<file path="src/rtl/smpn_pkg.sv">
// Shared types and constants for the stereo mix peak normalizer.
package smpn_pkg;

  localparam logic signed [15:0] SAMPLE_MAX = 16'sh7FFF;
  localparam logic signed [15:0] SAMPLE_MIN = 16'sh8000;

  // Operation selector carried in the input tuser
  typedef enum logic [1:0] {
    OP_MEASURE = 2'd0,
    OP_GAIN    = 2'd1,
    OP_MIX     = 2'd2,
    OP_CLEAR   = 2'd3
  } smpn_op_t;

  // Result kind carried in the output tuser
  localparam logic KIND_MIX  = 1'b0;
  localparam logic KIND_GAIN = 1'b1;

  // Controller to datapath commands
  typedef struct packed {
    logic latch;       // capture an accepted item
    logic exec;        // run a measure, mix or clear item
    logic div_start;   // launch one gain division
    logic div_lo;      // division uses the low peak
    logic cand_store;  // keep the high-peak quotient
    logic gain_load;   // commit the new gain and report it
  } smpn_cmd_t;

  // Datapath to controller status
  typedef struct packed {
    logic out_free;    // output register empty or draining
    logic div_done;    // quotient ready
  } smpn_stat_t;

endpackage

</file>
<file path="src/rtl/stereo_mix_peak_normalizer.sv">
// Top level of the stereo mix peak normalizer.
// Measure, mix and clear items are captured (with the scaling multiply), then executed;
// a frame result is valid the cycle after execute; a waiting result stalls s_tready.
// Compute-gain runs two bit-serial divisions of 16+GAIN_FRAC_BITS quotient bits each, high
// peak then low peak, and takes no new item until the new gain is loaded and reported.
// Synchronous active-high rst zeroes sums and peaks, sets unity gain, drops m_tvalid;
// s_tready is high from the first cycle after reset drops.
module stereo_mix_peak_normalizer #(
  parameter int MAX_TRACKS     = 16,
  parameter int GAIN_FRAC_BITS = 16
) (
  input  logic        clk,
  input  logic        rst,
  input  logic        s_tvalid,
  output logic        s_tready,
  input  logic [31:0] s_tdata,   // left_sample[15:0], right_sample[31:16]
  input  logic [1:0]  s_tuser,   // operation[1:0]
  input  logic        s_tlast,   // last_track
  output logic        m_tvalid,
  input  logic        m_tready,
  // left_out, right_out, gain_value (GAIN_FRAC_BITS+1), normalized, zero pad
  output logic [((GAIN_FRAC_BITS + 34 + 7) / 8) * 8 - 1:0] m_tdata,
  output logic [0:0]  m_tuser    // kind[0]
);

  import smpn_pkg::*;

  localparam int OUT_W = ((GAIN_FRAC_BITS + 34 + 7) / 8) * 8;

  smpn_cmd_t                cmd;
  smpn_stat_t               stat;
  smpn_op_t                 op;
  logic                     out_kind;
  logic                     out_norm;
  logic signed [15:0]       out_left, out_right;
  logic [GAIN_FRAC_BITS:0]  out_gain;

  assign op = smpn_op_t'(s_tuser);

  // Sequencer: item capture/execute and the two-step gain division
  smpn_ctrl u_ctrl (
    .clk    (clk),
    .rst    (rst),
    .s_valid(s_tvalid),
    .op     (op),
    .stat   (stat),
    .s_ready(s_tready),
    .cmd    (cmd)
  );

  // Arithmetic, state and the output register
  smpn_dp #(
    .MAX_TRACKS    (MAX_TRACKS),
    .GAIN_FRAC_BITS(GAIN_FRAC_BITS)
  ) u_dp (
    .clk      (clk),
    .rst      (rst),
    .cmd      (cmd),
    .stat     (stat),
    .op_in    (op),
    .left_in  (s_tdata[15:0]),
    .right_in (s_tdata[31:16]),
    .last_in  (s_tlast),
    .out_ready(m_tready),
    .out_valid(m_tvalid),
    .out_kind (out_kind),
    .out_left (out_left),
    .out_right(out_right),
    .out_gain (out_gain),
    .out_norm (out_norm)
  );

  // Pack the result, upper pad bits zero
  assign m_tdata    = OUT_W'({out_norm, out_gain, out_right, out_left});
  assign m_tuser[0] = out_kind;

endmodule

</file>
<file path="src/rtl/smpn_div.sv">
// Restoring divider, one quotient bit per cycle.
module smpn_div #(
  parameter int NUM_W = 32,
  parameter int DEN_W = 20
) (
  input  logic             clk,
  input  logic             rst,
  input  logic             start,
  input  logic [NUM_W-1:0] num,
  input  logic [DEN_W-1:0] den,
  output logic             done,
  output logic [NUM_W-1:0] quo
);

  localparam int CNT_W = $clog2(NUM_W + 1);

  logic             busy;
  logic [CNT_W-1:0] cnt;
  logic [DEN_W-1:0] rem;
  logic [DEN_W-1:0] divisor;
  logic [DEN_W:0]   trial;

  // quo doubles as the dividend shift register
  assign trial = {rem, quo[NUM_W-1]};

  always_ff @(posedge clk) begin
    if (rst) begin
      busy <= 1'b0;
      done <= 1'b0;
    end else begin
      done <= 1'b0;
      if (start) begin
        busy    <= 1'b1;
        cnt     <= CNT_W'(NUM_W);
        rem     <= '0;
        quo     <= num;
        divisor <= den;
      end else if (busy) begin
        // zero divisor yields all ones, above any gain limit
        if (trial >= {1'b0, divisor}) begin
          rem <= DEN_W'(trial - {1'b0, divisor});
          quo <= {quo[NUM_W-2:0], 1'b1};
        end else begin
          rem <= trial[DEN_W-1:0];
          quo <= {quo[NUM_W-2:0], 1'b0};
        end
        cnt <= cnt - 1'b1;
        if (cnt == CNT_W'(1)) begin
          busy <= 1'b0;
          done <= 1'b1;
        end
      end
    end
  end

  a_no_restart: assert property (@(posedge clk) disable iff (rst) start |-> !busy)
    else $error("divider restarted while busy");

endmodule

</file>
<file path="src/rtl/smpn_dp.sv">
// Datapath: scaling, frame sums, peaks, gain and output register.
module smpn_dp #(
  parameter int MAX_TRACKS     = 16,
  parameter int GAIN_FRAC_BITS = 16
) (
  input  logic                     clk,
  input  logic                     rst,
  input  smpn_pkg::smpn_cmd_t      cmd,
  output smpn_pkg::smpn_stat_t     stat,
  input  smpn_pkg::smpn_op_t       op_in,
  input  logic signed [15:0]       left_in,
  input  logic signed [15:0]       right_in,
  input  logic                     last_in,
  input  logic                     out_ready,
  output logic                     out_valid,
  output logic                     out_kind,
  output logic signed [15:0]       out_left,
  output logic signed [15:0]       out_right,
  output logic [GAIN_FRAC_BITS:0]  out_gain,
  output logic                     out_norm
);

  import smpn_pkg::*;

  localparam int ACC_W  = $clog2(MAX_TRACKS) + 16;
  localparam int SUM_W  = ACC_W + 2;
  localparam int GAIN_W = GAIN_FRAC_BITS + 1;
  localparam int PROD_W = 16 + GAIN_W;
  localparam int NUM_W  = 16 + GAIN_FRAC_BITS;

  localparam logic signed [SUM_W-1:0] ACC_MAX = SUM_W'(MAX_TRACKS * 32768 - 1);
  localparam logic signed [SUM_W-1:0] ACC_MIN = SUM_W'(-MAX_TRACKS * 32768);
  localparam logic [GAIN_W-1:0]       UNITY   = {1'b1, {GAIN_FRAC_BITS{1'b0}}};
  localparam logic [NUM_W-1:0]        NUM_HI  = NUM_W'(SAMPLE_MAX) << GAIN_FRAC_BITS;
  localparam logic [NUM_W-1:0]        NUM_LO  = NUM_W'(1) << (NUM_W - 1);

  function automatic logic signed [SUM_W-1:0] term_of(
    input smpn_op_t           op,
    input logic signed [15:0] s,
    input logic [PROD_W-1:0]  p
  );
    logic signed [SUM_W-1:0] q;
    q = $signed(SUM_W'(p[PROD_W-1:GAIN_FRAC_BITS]));
    if (op == OP_MIX) begin
      return s[15] ? -q : q;
    end
    return SUM_W'(s);
  endfunction

  function automatic logic signed [ACC_W-1:0] sat_acc(input logic signed [SUM_W-1:0] v);
    if (v > ACC_MAX) return ACC_W'(ACC_MAX);
    if (v < ACC_MIN) return ACC_W'(ACC_MIN);
    return ACC_W'(v);
  endfunction

  function automatic logic signed [15:0] sat16(input logic signed [ACC_W-1:0] v);
    if (v > SAMPLE_MAX) return SAMPLE_MAX;
    if (v < SAMPLE_MIN) return SAMPLE_MIN;
    return 16'(v);
  endfunction

  // captured item
  smpn_op_t           op_r;
  logic               last_r;
  logic signed [15:0] samp_l, samp_r;
  logic [PROD_W-1:0]  prod_l, prod_r;

  // state
  logic signed [ACC_W-1:0] left_sum, right_sum;
  logic [ACC_W-2:0]        peak_high;
  logic [ACC_W-1:0]        peak_low_mag;   // magnitude of the lowest sum
  logic [GAIN_W-1:0]       gain;
  logic [NUM_W-1:0]        cand_hi;

  logic [15:0]             mag_l, mag_r;
  logic signed [SUM_W-1:0] sum_l, sum_r;
  logic signed [ACC_W-1:0] acc_l, acc_r;
  logic [ACC_W-2:0]        hi_next;
  logic [ACC_W-1:0]        lo_next, neg_l, neg_r;
  logic [NUM_W-1:0]        gmin;
  logic [GAIN_W-1:0]       gain_new;
  logic                    div_done;
  logic [NUM_W-1:0]        div_quo;

  assign mag_l = left_in[15]  ? 16'(-left_in)  : 16'(left_in);
  assign mag_r = right_in[15] ? 16'(-right_in) : 16'(right_in);

  always_ff @(posedge clk) begin
    if (cmd.latch) begin
      op_r   <= op_in;
      last_r <= last_in;
      samp_l <= left_in;
      samp_r <= right_in;
      prod_l <= PROD_W'(mag_l) * PROD_W'(gain);
      prod_r <= PROD_W'(mag_r) * PROD_W'(gain);
    end
  end

  assign sum_l = SUM_W'(left_sum)  + term_of(op_r, samp_l, prod_l);
  assign sum_r = SUM_W'(right_sum) + term_of(op_r, samp_r, prod_r);
  assign acc_l = sat_acc(sum_l);
  assign acc_r = sat_acc(sum_r);
  assign neg_l = acc_l[ACC_W-1] ? ACC_W'(-acc_l) : '0;
  assign neg_r = acc_r[ACC_W-1] ? ACC_W'(-acc_r) : '0;

  always_comb begin
    hi_next = peak_high;
    if (acc_l > $signed({1'b0, hi_next})) hi_next = acc_l[ACC_W-2:0];
    if (acc_r > $signed({1'b0, hi_next})) hi_next = acc_r[ACC_W-2:0];
    lo_next = peak_low_mag;
    if (neg_l > lo_next) lo_next = neg_l;
    if (neg_r > lo_next) lo_next = neg_r;
  end

  // smallest of unity and both quotients
  always_comb begin
    gmin = NUM_W'(UNITY);
    if (cand_hi < gmin) gmin = cand_hi;
    if (div_quo < gmin) gmin = div_quo;
    gain_new = gmin[GAIN_W-1:0];
  end

  smpn_div #(
    .NUM_W(NUM_W),
    .DEN_W(ACC_W)
  ) u_div (
    .clk  (clk),
    .rst  (rst),
    .start(cmd.div_start),
    .num  (cmd.div_lo ? NUM_LO : NUM_HI),
    .den  (cmd.div_lo ? peak_low_mag : {1'b0, peak_high}),
    .done (div_done),
    .quo  (div_quo)
  );

  always_ff @(posedge clk) begin
    if (rst) begin
      left_sum     <= '0;
      right_sum    <= '0;
      peak_high    <= '0;
      peak_low_mag <= '0;
      gain         <= UNITY;
      out_valid    <= 1'b0;
    end else begin
      if (out_valid && out_ready) out_valid <= 1'b0;
      if (cmd.cand_store) cand_hi <= div_quo;
      if (cmd.exec) begin
        unique case (op_r)
          OP_MEASURE: begin
            if (last_r) begin
              peak_high    <= hi_next;
              peak_low_mag <= lo_next;
              left_sum     <= '0;
              right_sum    <= '0;
            end else begin
              left_sum  <= acc_l;
              right_sum <= acc_r;
            end
          end
          OP_MIX: begin
            if (last_r) begin
              left_sum  <= '0;
              right_sum <= '0;
              out_valid <= 1'b1;
              out_kind  <= KIND_MIX;
              out_left  <= sat16(acc_l);
              out_right <= sat16(acc_r);
              out_gain  <= gain;
              out_norm  <= ~gain[GAIN_FRAC_BITS];
            end else begin
              left_sum  <= acc_l;
              right_sum <= acc_r;
            end
          end
          OP_CLEAR: begin
            peak_high    <= '0;
            peak_low_mag <= '0;
            gain         <= UNITY;
          end
          OP_GAIN: ;
        endcase
      end
      if (cmd.gain_load) begin
        gain      <= gain_new;
        out_valid <= 1'b1;
        out_kind  <= KIND_GAIN;
        out_left  <= '0;
        out_right <= '0;
        out_gain  <= gain_new;
        out_norm  <= ~gain_new[GAIN_FRAC_BITS];
      end
    end
  end

  assign stat.out_free = !out_valid || out_ready;
  assign stat.div_done = div_done;

  a_no_overrun: assert property (@(posedge clk) disable iff (rst)
    (cmd.exec || cmd.gain_load) |-> !out_valid)
    else $error("result loaded over a pending result");

endmodule

</file>
<file path="src/rtl/smpn_ctrl.sv">
// Controller: sequences item execution and the two gain divisions.
module smpn_ctrl (
  input  logic                 clk,
  input  logic                 rst,
  input  logic                 s_valid,
  input  smpn_pkg::smpn_op_t   op,
  input  smpn_pkg::smpn_stat_t stat,
  output logic                 s_ready,
  output smpn_pkg::smpn_cmd_t  cmd
);

  import smpn_pkg::*;

  typedef enum logic [1:0] {
    ST_IDLE,
    ST_EXEC,
    ST_DIV,
    ST_GAIN
  } state_t;

  state_t state;
  logic   div_start;
  logic   div_lo;
  logic   accept;

  // no item is taken while reset is held
  assign s_ready = (state == ST_IDLE) && stat.out_free && !rst;
  assign accept  = s_valid && s_ready;

  always_comb begin
    cmd            = '0;
    cmd.latch      = accept;
    cmd.exec       = (state == ST_EXEC);
    cmd.div_start  = div_start;
    cmd.div_lo     = div_lo;
    cmd.cand_store = (state == ST_DIV) && stat.div_done && !div_lo;
    cmd.gain_load  = (state == ST_GAIN);
  end

  always_ff @(posedge clk) begin
    if (rst) begin
      state     <= ST_IDLE;
      div_start <= 1'b0;
      div_lo    <= 1'b0;
    end else begin
      div_start <= 1'b0;
      unique case (state)
        ST_IDLE: begin
          if (accept) begin
            if (op == OP_GAIN) begin
              state     <= ST_DIV;
              div_start <= 1'b1;
              div_lo    <= 1'b0;
            end else begin
              state <= ST_EXEC;
            end
          end
        end
        ST_EXEC: begin
          state <= ST_IDLE;
        end
        ST_DIV: begin
          if (stat.div_done) begin
            if (!div_lo) begin
              div_start <= 1'b1;
              div_lo    <= 1'b1;
            end else begin
              state <= ST_GAIN;
            end
          end
        end
        ST_GAIN: begin
          state <= ST_IDLE;
        end
      endcase
    end
  end

  a_start_in_div: assert property (@(posedge clk) disable iff (rst)
    cmd.div_start |-> state == ST_DIV)
    else $error("division launched outside divide state");

  a_gain_enters_div: assert property (@(posedge clk) disable iff (rst)
    (accept && op == OP_GAIN) |=> (state == ST_DIV && cmd.div_start && !cmd.div_lo))
    else $error("gain item did not start high-peak division");

  a_exec_after_latch: assert property (@(posedge clk) disable iff (rst)
    cmd.exec |-> $past(cmd.latch))
    else $error("execute without captured item");

endmodule

</file>
<file path="config.mk">
export PLATFORM = sky130hd
export DESIGN_NAME = stereo_mix_peak_normalizer
export DESIGN_NICKNAME = d
export VERILOG_FILES = /design/src/rtl/smpn_pkg.sv /design/src/rtl/stereo_mix_peak_normalizer.sv /design/src/rtl/smpn_div.sv /design/src/rtl/smpn_dp.sv /design/src/rtl/smpn_ctrl.sv
export SDC_FILE = /design/constraint.sdc
export NUM_CORES = 2
export LEC_CHECK = 0
export BUFFER_PORTS_ARGS = -buffer_cell sky130_fd_sc_hd__buf_4
export CORE_ASPECT_RATIO = 0.5
export CORE_MARGIN = 5
export CORE_UTILIZATION = 47
export CTS_CLUSTER_DIAMETER = 120
export DETAILED_ROUTE_END_ITERATION = 7
export PLACE_DENSITY_LB_ADDON = 0.3
export SETUP_SLACK_MARGIN = 0.02
export SKIP_CTS_REPAIR_TIMING = 1
export SLEW_MARGIN = 20
export SYNTH_ARGS = -nofsm -noshare
export SYNTH_HDL_FRONTEND = slang
export SYNTH_SLANG_ARGS = --single-unit
</file>
<file path="constraint.sdc">
create_clock -name clk -period 13.3 [get_ports clk]
set_clock_uncertainty 0.2 [all_clocks]
set_input_delay 1.995 -clock clk [delete_from_list [all_inputs] [get_ports clk]]
set_output_delay 1.995 -clock clk [all_outputs]
set_load 0.005 [all_outputs]
</file>
==> results.sh <==
export IMPL_ys_flop_type="edfxtp_1"
export IMPL_num_rows=74
export IMPL_hp_class="reg2reg"
export IMPL_reg2reg_depth=40
export IMPL_cts_max_path_buffers=3
export IMPL_routedWlPerCell_um=20.2
export IMPL_ys_warn_count=0
export IMPL_io_buffers=91
export IMPL_cts_buffers=39
export IMPL_cts_tree="built"
export IMPL_p_switching_w=0.000972
export IMPL_synth_edff_count=230
export IMPL_num_io_pins=98
export IMPL_initial_core_util_pct=47.5
export IMPL_tns_ns=0
export IMPL_core_region_area_sq_um=81700
export IMPL_synth_top_area_share_pct=21.5
export IMPL_grt_overflow_total=0
export IMPL_vias=31100
export IMPL_worstHoldStart="u_dp.peak_high[5]$_SDFFE_PP0P_"
export IMPL_hold_ws_ns=0.273
export IMPL_seq_area_frac_synth_pct=23.1
export IMPL_vias_per_cell=5.71
export IMPL_min_period_ns=11.47
export IMPL_whs_path_depth=2
export IMPL_crit_top_cell="nand2_1"
export IMPL_critPathMaxStageDelay_ns=0.68
export IMPL_cts_root_buf="clkbuf_16"
export IMPL_p_sw_share_pct=31.4
export IMPL_synth_area_sq_um=38800
export IMPL_post_route_period_util_pct=86.3
export IMPL_pwr_share_seq_pct=36.9
export IMPL_pwr_share_comb_pct=23.6
export IMPL_syn_to_final_growth_pct=8.62
export IMPL_final_area_sq_um=42100
export IMPL_synth_cells=4292
export IMPL_dp_hpwl_um=82200
export IMPL_report_final_slew_viol_count=0
export IMPL_clock_sinks=333
export IMPL_critPathLaunchType="flip-flop"
export IMPL_rsz0062_at_grt="no"
export IMPL_pre_cts_ws_ns=1.94
export IMPL_arrival_ns=11.69
export IMPL_worst_slack_ns=1.83
export IMPL_dr_pass1_iters=6
export IMPL_worst_path_max_fanout=29
export IMPL_globalRouteTotalUtil_pct=24.8
export IMPL_r2r_start="u_dp.prod_l[23]$_DFFE_PP_"
export IMPL_async_flop_share_pct=0
export IMPL_yosysMostFrequentCell="nand2_1"
export IMPL_drt_iter0_drc=2612
export IMPL_reg2reg_slack_ns=1.83
export IMPL_status="complete, no violations"
export IMPL_finalWirelength_um=110000
export IMPL_worst_setup_path_end_kind="flip-flop"
export IMPL_min_to="u_dp.peak_high[5]$_SDFFE_PP0P_"
export IMPL_grt_max_degree=72
export IMPL_synth_area_leaders="fa_1, edfxtp_1, ha_1, nand2_1, inv_1"
export IMPL_drc_errors=0
export IMPL_ys_types=104
export IMPL_ir_drop_uv=77.0
export IMPL_first_global_vias=31000
export IMPL_die_y_um=213
export IMPL_p_int_w=0.00212
export IMPL_avgSynthCellArea_sq_um=9.03
export IMPL_maxSlewHeadroom_pct=22.5
export IMPL_r2r_end="u_dp.peak_low_mag[8]$_SDFFE_PP0P_"
export IMPL_final_setup_viol_count=0
export IMPL_synth_largest_area_cell="fa_1"
export IMPL_dieArea_sq_um=88700
export IMPL_crit_type="reg2reg"
export IMPL_htreeDepth=2
export IMPL_nets=5155
export IMPL_drv_cap=0
export IMPL_synth_common_cells="nand2_1, inv_1, fa_1"
export IMPL_drive_gt1_share_pct=7.71
export IMPL_hold_viol=0
export IMPL_clkTransAtPathRegs_ns=0.06
export IMPL_yosys_register_bits=333
export IMPL_p_per_area_nw_per_um2=73.4
export IMPL_slowest_stage="o21ai_1"
export IMPL_worst_pin_slew_ns=1.15
export IMPL_grt_first_pass_wirelength_um=175000
export IMPL_leakage_nw=18.9
export IMPL_fmax_mhz=87.2
export IMPL_globalplace_congestion=0.930
export IMPL_clkPwrFrac_pct=39.4
export IMPL_antenna_found_initial=2
export IMPL_required_ns=13.52
export IMPL_die_w_um=416
export IMPL_ant_nets=0
export IMPL_clk_latency_ns=0.57
export IMPL_postPlaceCellArea_sq_um=40600
-- metrics by stage --
step	instances	utilization (%)	total power [W]
final	5447	51.5	0.00309
after global placement	5374	49.8	0.00187
after global routing	5447	51.5	0.00323
after floorplan	4311	-	0.00165
after detailed placement	5374	49.8	0.00188
after CTS	5446	51.5	0.00310
-- per-layer routing --
layer	part of all wire [%]	GRT usage, %
met1	44	35.3
met2	46	41.1
met3	7.3	2.94
met4	2.1	5.55
met5	0.0091	0
-- layout make-up --
cell class / instances / area (sq um)
Tap cell: 1102 / 1380
Clock inverter: 27 / 388
Timing Repair Buffer: 158 / 1190
Fill cell: 7519 / 39600
Sequential cell: 333 / 8970
Multi-Input combinational cell: 3167 / 26800
Inverter: 614 / 2300
Clock buffer: 45 / 1060
Antenna cell: 1 / 2.50
-- kinds of logic after synthesis --
logic type / synth area share, %
AND/OR/NAND/NOR: 16.6
buffers and inverters: 8.09
adder cells (fa/ha/maj): 34.0
AO/OA/AOI/OAI: 13.1
flip-flops: 23.1
XOR/XNOR: 3.45
multiplexers: 1.63
other: 0.0194
-- how the worst max path moves through the flow --
stage                                               endpoint  slack [ns]                      start  depth (start not counted)
after floorplan                    u_dp.prod_r[32]$_DFFE_PP_        3.43                s_tdata[16]                         31
after global placement    u_dp.peak_low_mag[13]$_SDFFE_PP0P_        2.21  u_dp.prod_l[23]$_DFFE_PP_                         40
after detailed placement   u_dp.peak_low_mag[8]$_SDFFE_PP0P_        1.94  u_dp.prod_l[23]$_DFFE_PP_                         40
after CTS                 u_dp.peak_low_mag[13]$_SDFFE_PP0P_        1.92  u_dp.prod_l[23]$_DFFE_PP_                         40
after global routing      u_dp.peak_low_mag[13]$_SDFFE_PP0P_        1.00  u_dp.prod_l[23]$_DFFE_PP_                         40
final                      u_dp.peak_low_mag[8]$_SDFFE_PP0P_        1.83  u_dp.prod_l[23]$_DFFE_PP_                         40
-- flip-flops by register name (all words and copies together), names as in the netlist, 17 cells and up --
name	count
u_dp.cand_hi	32
u_dp.u_div.quo	32
u_dp.left_sum	20
u_dp.peak_low_mag	20
u_dp.right_sum	20
u_dp.u_div.divisor	20
u_dp.u_div.rem	20
u_dp.peak_high	19
u_dp.gain	17
u_dp.out_gain	17
u_dp.prod_l	17
u_dp.prod_r	17
-- cells in the final DEF, fill, tap and decap left out, drive strengths merged, types with 12 or more instances in the layout --
cell type and count:
o211ai 21, clkbuf 45, a22oi 43, buf 158, o22ai 12, inv 617, xor2 65, and3 19
nand2 619, a21oi 184, mux2i 30, nand2b 43, nor2b 105, xnor2 87, a211oi 22, nand3 51
o31ai 27, o21a 34, a31oi 26, fa 417, nor3 45, nor4 16, o21ai 218, a32oi 16
dfxtp 103, conb 21, a21o 48, or3 31, edfxtp 230, and2 121, nand4 26, mux2 29
ha 386, nor2 225, or2 15
-- worst max-delay path, delay by kind of cell, from the launching register on --
kind            cells  cell delay [ns]
compound gates     15             3.75
xor+xnor            1             0.14
flops               1             0.44
fa+ha+maj           4             1.30
simple gates       17             4.51
buf+inv             3             0.99
-- power by group through the flow --
stage	Combinational (W)	Clock, W	Sequential (W)
3_3_place_gp	0.000702	0	0.00116
6_report	0.000731	0.00122	0.00114
3_5_place_dp	0.000712	0	0.00116
5_1_grt	0.000800	0.00129	0.00114
2_1_floorplan	0.000493	0	0.00116
4_1_cts	0.000719	0.00124	0.00114
No activity file was read; power rests on OpenSTA's default activity.
